<file path="src/pngunf_pkg.sv">
`default_nettype none
// ----------------------------------------------------------------------------
// pngunf_pkg
// Shared types and constants of the PNG RGBA scanline unfilter.
// ----------------------------------------------------------------------------
package pngunf_pkg;

  // Line store geometry
  localparam int MAX_ROW_PIXELS = 4096;
  localparam int COL_W          = $clog2(MAX_ROW_PIXELS);
  localparam int WIDTH_W        = 13;
  localparam int HEIGHT_W       = 16;
  localparam int ROW_W          = 16;

  // Configuration port
  localparam int CFG_ADDR_W = 3;
  localparam int CFG_DATA_W = 32;
  localparam logic [0:0] REG_IMAGE_WIDTH  = 1'b0;
  localparam logic [0:0] REG_IMAGE_HEIGHT = 1'b1;

  // Row filter codes
  localparam logic [7:0] FILT_NONE  = 8'd0;
  localparam logic [7:0] FILT_SUB   = 8'd1;
  localparam logic [7:0] FILT_UP    = 8'd2;
  localparam logic [7:0] FILT_AVG   = 8'd3;
  localparam logic [7:0] FILT_PAETH = 8'd4;

  typedef logic [31:0] pixel_t;

  typedef struct packed {
    logic [7:0] filter_type;
    logic [7:0] in_red;
    logic [7:0] in_green;
    logic [7:0] in_blue;
    logic [7:0] in_alpha;
  } in_item_t;

  typedef struct packed {
    logic [7:0] out_red;
    logic [7:0] out_green;
    logic [7:0] out_blue;
    logic [7:0] out_alpha;
    logic       row_end;
    logic       frame_end;
    logic       bad_filter;
  } out_item_t;

  // Programmed frame geometry
  typedef struct packed {
    logic [WIDTH_W-1:0]  image_width;
    logic [HEIGHT_W-1:0] image_height;
  } cfg_t;

  // Per pixel control travelling with the request into the predictor
  typedef struct packed {
    logic [7:0] filter;
    logic       col_first;
    logic       row_first;
  } pred_ctrl_t;

endpackage : pngunf_pkg
`default_nettype wire

</file>
<file path="src/pngunf_cfg_regs.sv">
`default_nettype none
// ----------------------------------------------------------------------------
// pngunf_cfg_regs
// APB-style register file holding image width and height.
// ----------------------------------------------------------------------------
module pngunf_cfg_regs (
  input  wire logic                             clk,
  input  wire logic                             rst_n,
  input  wire logic                             cfg_psel,
  input  wire logic                             cfg_penable,
  input  wire logic                             cfg_pwrite,
  input  wire logic [pngunf_pkg::CFG_ADDR_W-1:0] cfg_paddr,
  input  wire logic [pngunf_pkg::CFG_DATA_W-1:0] cfg_pwdata,
  output logic      [pngunf_pkg::CFG_DATA_W-1:0] cfg_prdata,
  output logic                                  cfg_pready,
  output pngunf_pkg::cfg_t                      cfg
);

  pngunf_pkg::cfg_t cfg_r;
  pngunf_pkg::cfg_t cfg_nxt;
  logic [0:0]       reg_idx;
  logic             wr_en;

  assign reg_idx    = cfg_paddr[2:2];
  assign wr_en      = cfg_psel & cfg_penable & cfg_pwrite;
  assign cfg_pready = 1'b1;
  assign cfg        = cfg_r;

  // Write decode
  always_comb begin
    cfg_nxt = cfg_r;
    if (wr_en) begin
      unique case (reg_idx)
        pngunf_pkg::REG_IMAGE_WIDTH:
          cfg_nxt.image_width = cfg_pwdata[pngunf_pkg::WIDTH_W-1:0];
        pngunf_pkg::REG_IMAGE_HEIGHT:
          cfg_nxt.image_height = cfg_pwdata[pngunf_pkg::HEIGHT_W-1:0];
        default: cfg_nxt = cfg_r;
      endcase
    end
  end

  always_ff @(posedge clk) begin
    if (!rst_n) begin
      cfg_r.image_width  <= pngunf_pkg::WIDTH_W'(1);
      cfg_r.image_height <= pngunf_pkg::HEIGHT_W'(1);
    end else begin
      cfg_r <= cfg_nxt;
    end
  end

  // Read mux
  always_comb begin
    unique case (reg_idx)
      pngunf_pkg::REG_IMAGE_WIDTH:
        cfg_prdata = pngunf_pkg::CFG_DATA_W'(cfg_r.image_width);
      pngunf_pkg::REG_IMAGE_HEIGHT:
        cfg_prdata = pngunf_pkg::CFG_DATA_W'(cfg_r.image_height);
      default: cfg_prdata = '0;
    endcase
  end

endmodule : pngunf_cfg_regs
`default_nettype wire

</file>
<file path="config.mk">
export PLATFORM = sky130hd
export DESIGN_NAME = pngunf_cfg_regs
export DESIGN_NICKNAME = d
export VERILOG_FILES = /design/src/pngunf_pkg.sv /design/src/pngunf_cfg_regs.sv
export SDC_FILE = /design/constraint.sdc
export NUM_CORES = 1
export LEC_CHECK = 0
export ABC_AREA = 1
export BUFFER_PORTS_ARGS = -buffer_cell sky130_fd_sc_hd__buf_2
export CAP_MARGIN = 40
export CORE_ASPECT_RATIO = 0.5
export CORE_MARGIN = 10
export CORE_UTILIZATION = 47
export CTS_BUF_LIST = sky130_fd_sc_hd__clkbuf_4
export DETAILED_ROUTE_END_ITERATION = 8
export PLACE_DENSITY = 0.86
export SYNTH_ARGS = -nofsm -noshare
export SYNTH_HDL_FRONTEND = slang
export SYNTH_SLANG_ARGS = --single-unit
</file>
<file path="constraint.sdc">
create_clock -name clk -period 2.42 [get_ports clk]
set_input_delay 0.363 -clock clk [delete_from_list [all_inputs] [get_ports clk]]
set_output_delay 0.363 -clock clk [all_outputs]
set_load 0.01 [all_outputs]
</file>
==> results.sh <==
export IMPL_detail_route_vias_per_cell=4.63
export IMPL_dieArea_sq_um=6250
export IMPL_place_ws_ps=793
export IMPL_antenna_cells_inserted=0
export IMPL_power_ir_vdd_worst_uv=231
export IMPL_fmax_ghz=0.611
export IMPL_ctsHoldBuffers=0
export IMPL_number_of_register_bits_inferred_by_synthesis=29
export IMPL_hold_path_class="in -> reg"
export IMPL_count_of_unique_library_cells_instantiated_by_yosys=18
export IMPL_synthesis_area_sq_um=1590
export IMPL_clk_latency_ps=340
export IMPL_cts_max_level=2
export IMPL_first_global_vias=1509
export IMPL_post_synth_top_area_cell="dfxtp_1"
export IMPL_globalplace_congestion=0.748
export IMPL_grt_ovfl_total=0
export IMPL_count_of_input_and_output_buffers=66
export IMPL_finalWorstSetupSlack_ps=784
export IMPL_critical_path_max_fanout=20
export IMPL_final_hold_viol_count=0
export IMPL_critical_path_startpoint_type="input port"
export IMPL_layoutNonFillerInstCount=341
export IMPL_post_cts_resized_instances=0
export IMPL_crit_start="cfg_paddr[2]"
export IMPL_die_height_um=61.1
export IMPL_route_final_wire_length_mm=4.31
export IMPL_finalWorstPathRequiredPeriod_ps=1640
export IMPL_total_power_consumption_mw=0.958
export IMPL_cts_made_buffers=5
export IMPL_avgSynthCellArea_sq_um=6.57
export IMPL_fin_setup_tns_ps=0
export IMPL_cp_required_ps=2060
export IMPL_detailedRoute_firstIterationViolations=68
export IMPL_initial_core_utilization_pct=51.0
export IMPL_regToRegStartpoint="cfg[26]"
export IMPL_power_density_nw_per_um2=515
export IMPL_boundaryPins=102
export IMPL_synth_sequential_area_ratio_pct=36.5
export IMPL_clk_pin_slew_ps=80
export IMPL_max_cap_violations=0
export IMPL_fp_row_count=14
export IMPL_placed_cells_incl_taps=334
export IMPL_static_leakage_power_nw=1.10
export IMPL_detail_route_first_pass_iterations=4
export IMPL_synth_ff_type="dfxtp_1"
export IMPL_finalSetupViolations=0
export IMPL_hold_path_startpoint="cfg_pwdata[0]"
export IMPL_rsz0062_at_grt="no"
export IMPL_critPathKind="in -> out"
export IMPL_outcome="finished, final reports clean"
export IMPL_synthCells=242
export IMPL_drive_gt1_share_pct=26.6
export IMPL_drt_antenna_violating_nets=0
export IMPL_grt_first_pass_wirelength_mm=6.58
export IMPL_area_growth_syn_to_layout_pct=16.9
export IMPL_synth_top_cell_area_share_pct=36.5
export IMPL_floorplan_die_width_um=102
export IMPL_num_nets_final=341
export IMPL_netlist_top_cells_area="dfxtp_1 (37%), nand2_1 (17%), nor2_1 (13%)"
export IMPL_cts_sink_count=29
export IMPL_core_area_sq_um=3120
export IMPL_timing_clock_skew_ps=0
export IMPL_drc=0
export IMPL_max_slew_worst_pin_slew_ps=509
export IMPL_post_cts_repair_setup_buffers=0
export IMPL_total_number_of_vias=1579
export IMPL_routedWlPerCell_um=12.6
export IMPL_relSlewSlack_pct=66.1
export IMPL_largest_reg_flops=29
export IMPL_layout_worst_path_cycle_share_pct=67.6
export IMPL_critPathCaptureType="output port"
export IMPL_num_fill_cells=294
export IMPL_synth_edff_count=0
export IMPL_yosysMostFrequentCell="nand2_1"
export IMPL_number_of_antenna_violations_at_the_first_check_in_global_routing=0
export IMPL_grtUsageTotal_pct=13.4
export IMPL_crit_arrival_ps=1270
export IMPL_timing_max_transition_violations_final=0
export IMPL_pin_count_of_the_biggest_net_entering_global_routing=30
export IMPL_dpl_hpwl_mm=3.18
export IMPL_async_reset_ff_share_pct=0
export IMPL_cts_root_buf="clkbuf_4"
export IMPL_tritoncts="yes"
export IMPL_ys_warn_count=0
export IMPL_cts_path_max_buffers=2
export IMPL_synth_top_cells_by_count="nand2_1 (71), nor2_1 (54), dfxtp_1 (29), nand3_1 (29), inv_1 (18)"
-- path summary, 6_finish.rpt --
path	end	slack, ps	depth (start not counted)
worst max-delay path	cfg_prdata[12]	780	5
worst min-delay path	cfg[0]	240	3
worst max register to register	cfg[26]	1810	2
worst min register to register	cfg[0]	490	2
-- cells by family after synthesis --
kind of cell | after synthesis | share of synthesized area (%)
AND/OR/NAND/NOR | 159 | 43.4
buffers and inverters | 50 | 19.0
flip-flops | 29 | 36.5
AO/OA/AOI/OAI | 2 | 0.630
other | 2 | 0.473
-- stage by stage --
stage / hold slack [ps] / util, % / instance area (sq um)
after floorplan: 489 / - / 1650
after global placement: 466 / 58.0 / 1810
after detailed placement: 475 / 58.0 / 1810
after CTS: 251 / 59.6 / 1860
after global routing: 283 / 59.6 / 1860
final: 244 / 59.6 / 1860
-- cell usage in the layout (no fill, tap or decap), drive strengths merged --
| master | instances |
|---|---|
| o21ai | 2 |
| nor2 | 57 |
| inv | 20 |
| nand2 | 72 |
| clkbuf | 6 |
| conb | 17 |
| clkinv | 1 |
| nand3 | 30 |
| dfxtp | 29 |
| buf | 67 |
-- critical path, cell delays in order --
cell     delay [ps]
buf_2           340
buf_4           300
nand2_1          70
nand2_1          60
buf_2           130
-- cell type report --
type	count	area [sq um]	area share [%]
Multi-Input combinational cell	178	763	41.1
Sequential cell	29	581	31.2
Timing Repair Buffer	67	338	18.2
Inverter	20	77.6	4.18
Tap cell	40	50.0	2.69
Clock buffer	6	45.0	2.42
Clock inverter	1	3.75	0.202
-- per-layer routing --
| layer | track usage (%) | up-vias | routed length, um |
|---|---|---|---|
| li1 | - | 813 | - |
| met1 | 13.1 | 700 | 1810 |
| met2 | 25.8 | 56 | 2100 |
| met3 | 4.02 | 10 | 321 |
| met4 | 7.77 | 0 | 78 |
| met5 | 0 | - | 0 |
-- power breakdown --
group          internal, mW  total, mW  switching, mW  leakage [nW]
registers             0.494      0.506         0.0119         0.236
logic                0.0572      0.167          0.110         0.835
clock network         0.116      0.285          0.169        0.0292
(Power assumes the default switching activity.)
