--- src/pngunf_pkg.sv ---
`default_nettype none
// ----------------------------------------------------------------------------
// pngunf_pkg
// Shared types and constants of the PNG RGBA scanline unfilter.
// ----------------------------------------------------------------------------
package pngunf_pkg;

  // Line store geometry
  localparam int MAX_ROW_PIXELS = 4096;
  localparam int COL_W          = $clog2(MAX_ROW_PIXELS);
  localparam int WIDTH_W        = 13;
  localparam int HEIGHT_W       = 16;
  localparam int ROW_W          = 16;

  // Configuration port
  localparam int CFG_ADDR_W = 3;
  localparam int CFG_DATA_W = 32;
  localparam logic [0:0] REG_IMAGE_WIDTH  = 1'b0;
  localparam logic [0:0] REG_IMAGE_HEIGHT = 1'b1;

  // Row filter codes
  localparam logic [7:0] FILT_NONE  = 8'd0;
  localparam logic [7:0] FILT_SUB   = 8'd1;
  localparam logic [7:0] FILT_UP    = 8'd2;
  localparam logic [7:0] FILT_AVG   = 8'd3;
  localparam logic [7:0] FILT_PAETH = 8'd4;

  typedef logic [31:0] pixel_t;

  typedef struct packed {
    logic [7:0] filter_type;
    logic [7:0] in_red;
    logic [7:0] in_green;
    logic [7:0] in_blue;
    logic [7:0] in_alpha;
  } in_item_t;

  typedef struct packed {
    logic [7:0] out_red;
    logic [7:0] out_green;
    logic [7:0] out_blue;
    logic [7:0] out_alpha;
    logic       row_end;
    logic       frame_end;
    logic       bad_filter;
  } out_item_t;

  // Programmed frame geometry
  typedef struct packed {
    logic [WIDTH_W-1:0]  image_width;
    logic [HEIGHT_W-1:0] image_height;
  } cfg_t;

  // Per pixel control travelling with the request into the predictor
  typedef struct packed {
    logic [7:0] filter;
    logic       col_first;
    logic       row_first;
  } pred_ctrl_t;

endpackage : pngunf_pkg
`default_nettype wire

--- src/pngunf_predictor.sv ---
`default_nettype none
// ----------------------------------------------------------------------------
// pngunf_predictor
// Per channel PNG prediction (None/Sub/Up/Average/Paeth) and reconstruction.
// ----------------------------------------------------------------------------
module pngunf_predictor (
  input  wire pngunf_pkg::pred_ctrl_t ctrl,
  input  wire pngunf_pkg::pixel_t     filt_px,
  input  wire pngunf_pkg::pixel_t     up_raw,
  input  wire pngunf_pkg::pixel_t     left_px,
  input  wire pngunf_pkg::pixel_t     upleft_px,
  output pngunf_pkg::pixel_t          recon_px,
  output pngunf_pkg::pixel_t          up_px,
  output logic                        bad
);

  function automatic logic [7:0] paeth(input logic [7:0] a, input logic [7:0] b,
                                       input logic [7:0] c);
    logic signed [10:0] da;
    logic signed [10:0] db;
    logic signed [10:0] dc;
    logic        [10:0] pa;
    logic        [10:0] pb;
    logic        [10:0] pc;
    begin
      // p - a = b - c, p - b = a - c, p - c = a + b - 2c
      da = $signed({3'b0, b}) - $signed({3'b0, c});
      db = $signed({3'b0, a}) - $signed({3'b0, c});
      dc = da + db;
      pa = da[10] ? 11'(-da) : 11'(da);
      pb = db[10] ? 11'(-db) : 11'(db);
      pc = dc[10] ? 11'(-dc) : 11'(dc);
      if (pa <= pb && pa <= pc) begin
        paeth = a;
      end else if (pb <= pc) begin
        paeth = b;
      end else begin
        paeth = c;
      end
    end
  endfunction

  pngunf_pkg::pixel_t a_px;
  pngunf_pkg::pixel_t c_px;
  logic [3:0][7:0]    pred;

  // Neighbours outside the row or frame read as zero
  assign up_px = ctrl.row_first ? '0 : up_raw;
  assign a_px  = ctrl.col_first ? '0 : left_px;
  assign c_px  = ctrl.col_first ? '0 : upleft_px;
  assign bad   = ctrl.filter > pngunf_pkg::FILT_PAETH;

  always_comb begin
    logic [8:0] sum;
    for (int k = 0; k < 4; k++) begin
      sum = {1'b0, a_px[8*k +: 8]} + {1'b0, up_px[8*k +: 8]};
      unique case (ctrl.filter)
        pngunf_pkg::FILT_NONE:  pred[k] = 8'd0;
        pngunf_pkg::FILT_SUB:   pred[k] = a_px[8*k +: 8];
        pngunf_pkg::FILT_UP:    pred[k] = up_px[8*k +: 8];
        pngunf_pkg::FILT_AVG:   pred[k] = sum[8:1];
        pngunf_pkg::FILT_PAETH: pred[k] = paeth(a_px[8*k +: 8], up_px[8*k +: 8],
                                                c_px[8*k +: 8]);
        default:                pred[k] = 8'd0;
      endcase
      recon_px[8*k +: 8] = filt_px[8*k +: 8] + pred[k];
    end
  end

endmodule : pngunf_predictor
`default_nettype wire

--- config.mk ---
export PLATFORM = sky130hd
export DESIGN_NAME = pngunf_predictor
export DESIGN_NICKNAME = d
export VERILOG_FILES = /design/src/pngunf_pkg.sv /design/src/pngunf_predictor.sv
export SDC_FILE = /design/constraint.sdc
export NUM_CORES = 1
export LEC_CHECK = 0
export ABC_AREA = 1
export BUFFER_PORTS_ARGS = -buffer_cell sky130_fd_sc_hd__buf_2
export CAP_MARGIN = 20
export CORE_ASPECT_RATIO = 0.75
export CORE_MARGIN = 1
export CORE_UTILIZATION = 50
export DETAILED_ROUTE_END_ITERATION = 6
export PLACE_DENSITY_LB_ADDON = 0.05
export SETUP_SLACK_MARGIN = 0.3
export SLEW_MARGIN = 20
export SYNTH_ARGS = -nofsm -noshare
export SYNTH_HDL_FRONTEND = slang
export SYNTH_SLANG_ARGS = --single-unit
export TNS_END_PERCENT = 20
--- constraint.sdc ---
create_clock -name vclk -period 10.4
set_input_delay 2.08 -clock vclk [all_inputs]
set_output_delay 2.08 -clock vclk [all_outputs]
set_load 0.1 [all_outputs]
==> run summary <==
After synthesis, the netlist uses 52 different library cells. STA puts the critical path data arrival time at 8.58 ns. STA classifies the critical path startpoint as a primary input. By startpoint and endpoint, the worst setup path is classified as in2out.

In this run the core area contains 52 standard-cell rows. The tools report the max-slew violation count as 0. The effective utilization at floorplan was 0.5163. The tools report the cell area after layout as 21030 µm². The highest attainable clock frequency was 0.09385 GHz. The clock period minus final worst setup slack works out to 10.66 ns.

For the required time at the endpoint of the critical path, the log shows 8.32 ns. After synthesis the cells add up to 14140 µm². Among all stages on the critical path, the largest delay is contributed by sky130_fd_sc_hd__fa_2. The startpoint of the worst hold path is filt_px[16]. After clock tree synthesis, the flow added hold-fix buffers numbering 0. The area share of the leading cell type in the synthesized netlist is 0.2274, and the global-route wire length before repair is 83500 µm. The worst setup path is captured at a primary output.

The library cells used most frequently in the layout, excluding fill and tap cells, are 583 x sky130_fd_sc_hd__nand2_1, 387 x sky130_fd_sc_hd__inv_1, 324 x sky130_fd_sc_hd__buf_4. The cell repeated most along the worst path was sky130_fd_sc_hd__nand2_1. The floorplan step defined a die boundary enclosing 28970 µm². The detailed router finished its first iteration with 1623 violations. The number of DRC violations after detailed routing was 0. In the post-synthesis netlist, the biggest area contributors are sky130_fd_sc_hd__ha_1 23%, sky130_fd_sc_hd__nand2_1 18%, sky130_fd_sc_hd__inv_1 11%. For the worst max-slew margin expressed relative to the limit, the log shows 0.4880. Relative to the synthesized area, the layout overhead comes to 48.68%. The run gives 0 as the count of warnings emitted by yosys. The via density per instance is 5.489. The logs give 14550 µm² for the area of the multi-input gates and 2107 for the fill cell total of the finished layout.

In this run the static leakage power is 11.70 nW. The via count of the first global-routing pass was 17131; the largest incremental delay on the critical path was 0.36 ns. The die is 147.6 µm tall. The logs give 0 for the reported max-cap violation count and 0.1638 mV for the worst supply voltage drop on vdd. The checks that failed: negative setup slack. Total power for the finished layout comes to 0.003286 W. For this block, the via count after detailed routing is 18741. The part of the Yosys area used for sequential elements was 0; the final hold violation count was 0.

Input and output buffers added on the ports amount to 203. The portion of the clock cycle consumed by the worst path in the final layout works out to 1.025. Global routing finished with a remaining overflow of 0. The logs give 0.7676 for the core occupancy in the finished layout and 2 for the final-report setup violation count.

The number of placed I/O pins came out at 203. The number of instances on the worst hold path was 3; the count of clock-net buffers in the final layout was 0. In this run the worst path has a maximum fanout of 15.

The tools report the cell count after synthesis as 2475. The power density over the cells was 156.3 nW/µm²; the cell area reported after detailed placement was 18890 µm². The combined flip-flop and latch cell area is 0 µm², and the layout sequential cell count is 0. The die is 196.2 µm wide.

The tools report the number of detailed-routing iterations run before antenna repair as 6. The run finished, with violations left. The tools report the detailed-route wire length as 55470 µm. The net count of the finished layout is 3450. The run gives -0.2552 ns as the final critical-path setup slack.

The path with the worst hold slack has its endpoint at recon_px[16]. In the final routed layout, each cell accounts on average for 16.25 µm. Fraction of final layout cells sized beyond drive strength 1: 0.3460. The synthesized design spends more area on one cell type than any other, namely sky130_fd_sc_hd__ha_1. The initial antenna violation count came out at 7.

The tools report the area of the core region as 27390 µm². Leaving out fill and tap cells, the most frequent cell in the layout is sky130_fd_sc_hd__nand2_1. Each instance of the synthesized netlist takes up on average 5.714 µm².

The class of the most critical hold timing path is in2out. For the pin with the worst max-slew slack, the measured transition is 0.7609 ns. Detailed placement ended at an HPWL of 44880 µm.

Entering global routing, the biggest net connects 34 pins. The detail route stage leaves a number of antenna-violating nets equal to 0. Overall fraction of global-route tracks in use: 0.3528. Setup repair after global routing could not meet its margin everywhere.

The run gives 0.9804 as the placer's final routability congestion estimate.
[worst max path at each step]
stage / startpoint / endpoint / slack (ns) / cells after the start
after floorplan: ctrl[0] / recon_px[7] / -0.44 / 48
after global placement: ctrl[1] / recon_px[6] / -0.30 / 42
final: ctrl[1] / recon_px[15] / -0.26 / 50
after CTS: ctrl[1] / recon_px[15] / -0.008 / 47
after global routing: ctrl[1] / recon_px[15] / -0.51 / 47
after detailed placement: ctrl[1] / recon_px[7] / -0.44 / 49
[where the power goes]
group          leakage, nW      internal, W  switching (W)         total, W
Sequential               0                0              0                0
Clock           0.00000634  0.0000000000129              0  0.0000000000129
Combinational         11.7          0.00135        0.00194          0.00329
Total                 11.7          0.00135        0.00194          0.00329
[metal layers]
| metal | vias up | GRT usage | part of all wire | wire [µm] |
|---|---|---|---|---|
| met5 | - | 0 | 0.0013 | 70 |
| met4 | 10 | 0.06836 | 0.023 | 1254 |
| met3 | 111 | 0.04061 | 0.092 | 5108 |
| met2 | 873 | 0.5696 | 0.44 | 24570 |
| met1 | 8630 | 0.5042 | 0.44 | 24470 |
| li1 | 9117 | - | - | - |
[cells in the mapped netlist (3+ instances only)]
library cell,number
sky130_fd_sc_hd__nor2_2,13
sky130_fd_sc_hd__nand3_2,3
sky130_fd_sc_hd__nand3_1,145
sky130_fd_sc_hd__fa_1,18
sky130_fd_sc_hd__nand4_1,28
sky130_fd_sc_hd__o2111ai_1,11
sky130_fd_sc_hd__xor2_1,111
sky130_fd_sc_hd__or2_1,7
sky130_fd_sc_hd__o21bai_2,3
sky130_fd_sc_hd__o22ai_1,11
sky130_fd_sc_hd__o211ai_1,39
sky130_fd_sc_hd__o221ai_1,6
sky130_fd_sc_hd__a21oi_1,146
sky130_fd_sc_hd__nand2_1,673
sky130_fd_sc_hd__nor3_1,33
sky130_fd_sc_hd__a31oi_1,19
sky130_fd_sc_hd__a21o_1,13
sky130_fd_sc_hd__ha_1,257
sky130_fd_sc_hd__inv_1,423
sky130_fd_sc_hd__clkbuf_1,20
sky130_fd_sc_hd__xnor2_1,15
sky130_fd_sc_hd__o21bai_1,7
sky130_fd_sc_hd__nor2_1,198
sky130_fd_sc_hd__a221oi_1,4
sky130_fd_sc_hd__inv_2,22
sky130_fd_sc_hd__o21ai_1,17
sky130_fd_sc_hd__nand3b_1,15
sky130_fd_sc_hd__nor4_1,10
sky130_fd_sc_hd__or2_2,14
sky130_fd_sc_hd__buf_6,7
sky130_fd_sc_hd__a211oi_1,4
sky130_fd_sc_hd__a21oi_4,6
sky130_fd_sc_hd__nand2_4,7
sky130_fd_sc_hd__o21ai_2,4
sky130_fd_sc_hd__nand2_2,44
sky130_fd_sc_hd__o31ai_2,3
sky130_fd_sc_hd__o21ai_0,99
[what timing repair did]
action / CTS / global route
setup buffers: 30 / 31
pin swaps: 113 / 199
cloned: 1 / 1
gates resized for setup: 150 / 248
setup endpoints to repair: 22 / 28
hold endpoints to repair: 0 / 0
[worst max-delay path, delay by kind of cell]
| family | cells | cell delay (ns) |
|---|---|---|
| and+or+nand+nor | 24 | 2.49 |
| buffers and inverters | 11 | 1.29 |
| adders and majority gates | 5 | 1.24 |
| AOI/OAI and AO/OA | 9 | 1.23 |
| xor gates and xnor gates | 1 | 0.19 |
[cell type report]
cell class         instances  share of cell area
diodes                     1           0.0001190
inverters                446             0.08200
multi-input cells       2039              0.6921
well taps                378             0.02249
repair buffers           550              0.2033
[kinds of logic (layout without fill, tap and decap cells)]
kind of cell | after synthesis | after routing | share of synthesized area
XOR/XNOR | 128 | 128 | 0.08034
buffers and inverters | 475 | 996 | 0.1303
other | 2 | 41 | 0.0005311
AO/OA/AOI/OAI | 400 | 400 | 0.1718
AND/OR/NAND/NOR | 1195 | 1196 | 0.3641
adder cells (fa/ha/maj) | 275 | 275 | 0.2529
[through the flow]
stage                      TNS [ns]  instances  worst slack (ns)  hold slack [ns]
after floorplan              -3.821       2513           -0.4415            4.359
after global placement       -1.299       3350           -0.2983            4.601
after detailed placement     -2.198       3350           -0.4385            4.605
after CTS                 -0.008431       3381         -0.008431            4.593
after global routing         -2.472       3413           -0.5116            4.601
final                       -0.3306       3414           -0.2552            4.586
Power figures use the tool's default switching activity.
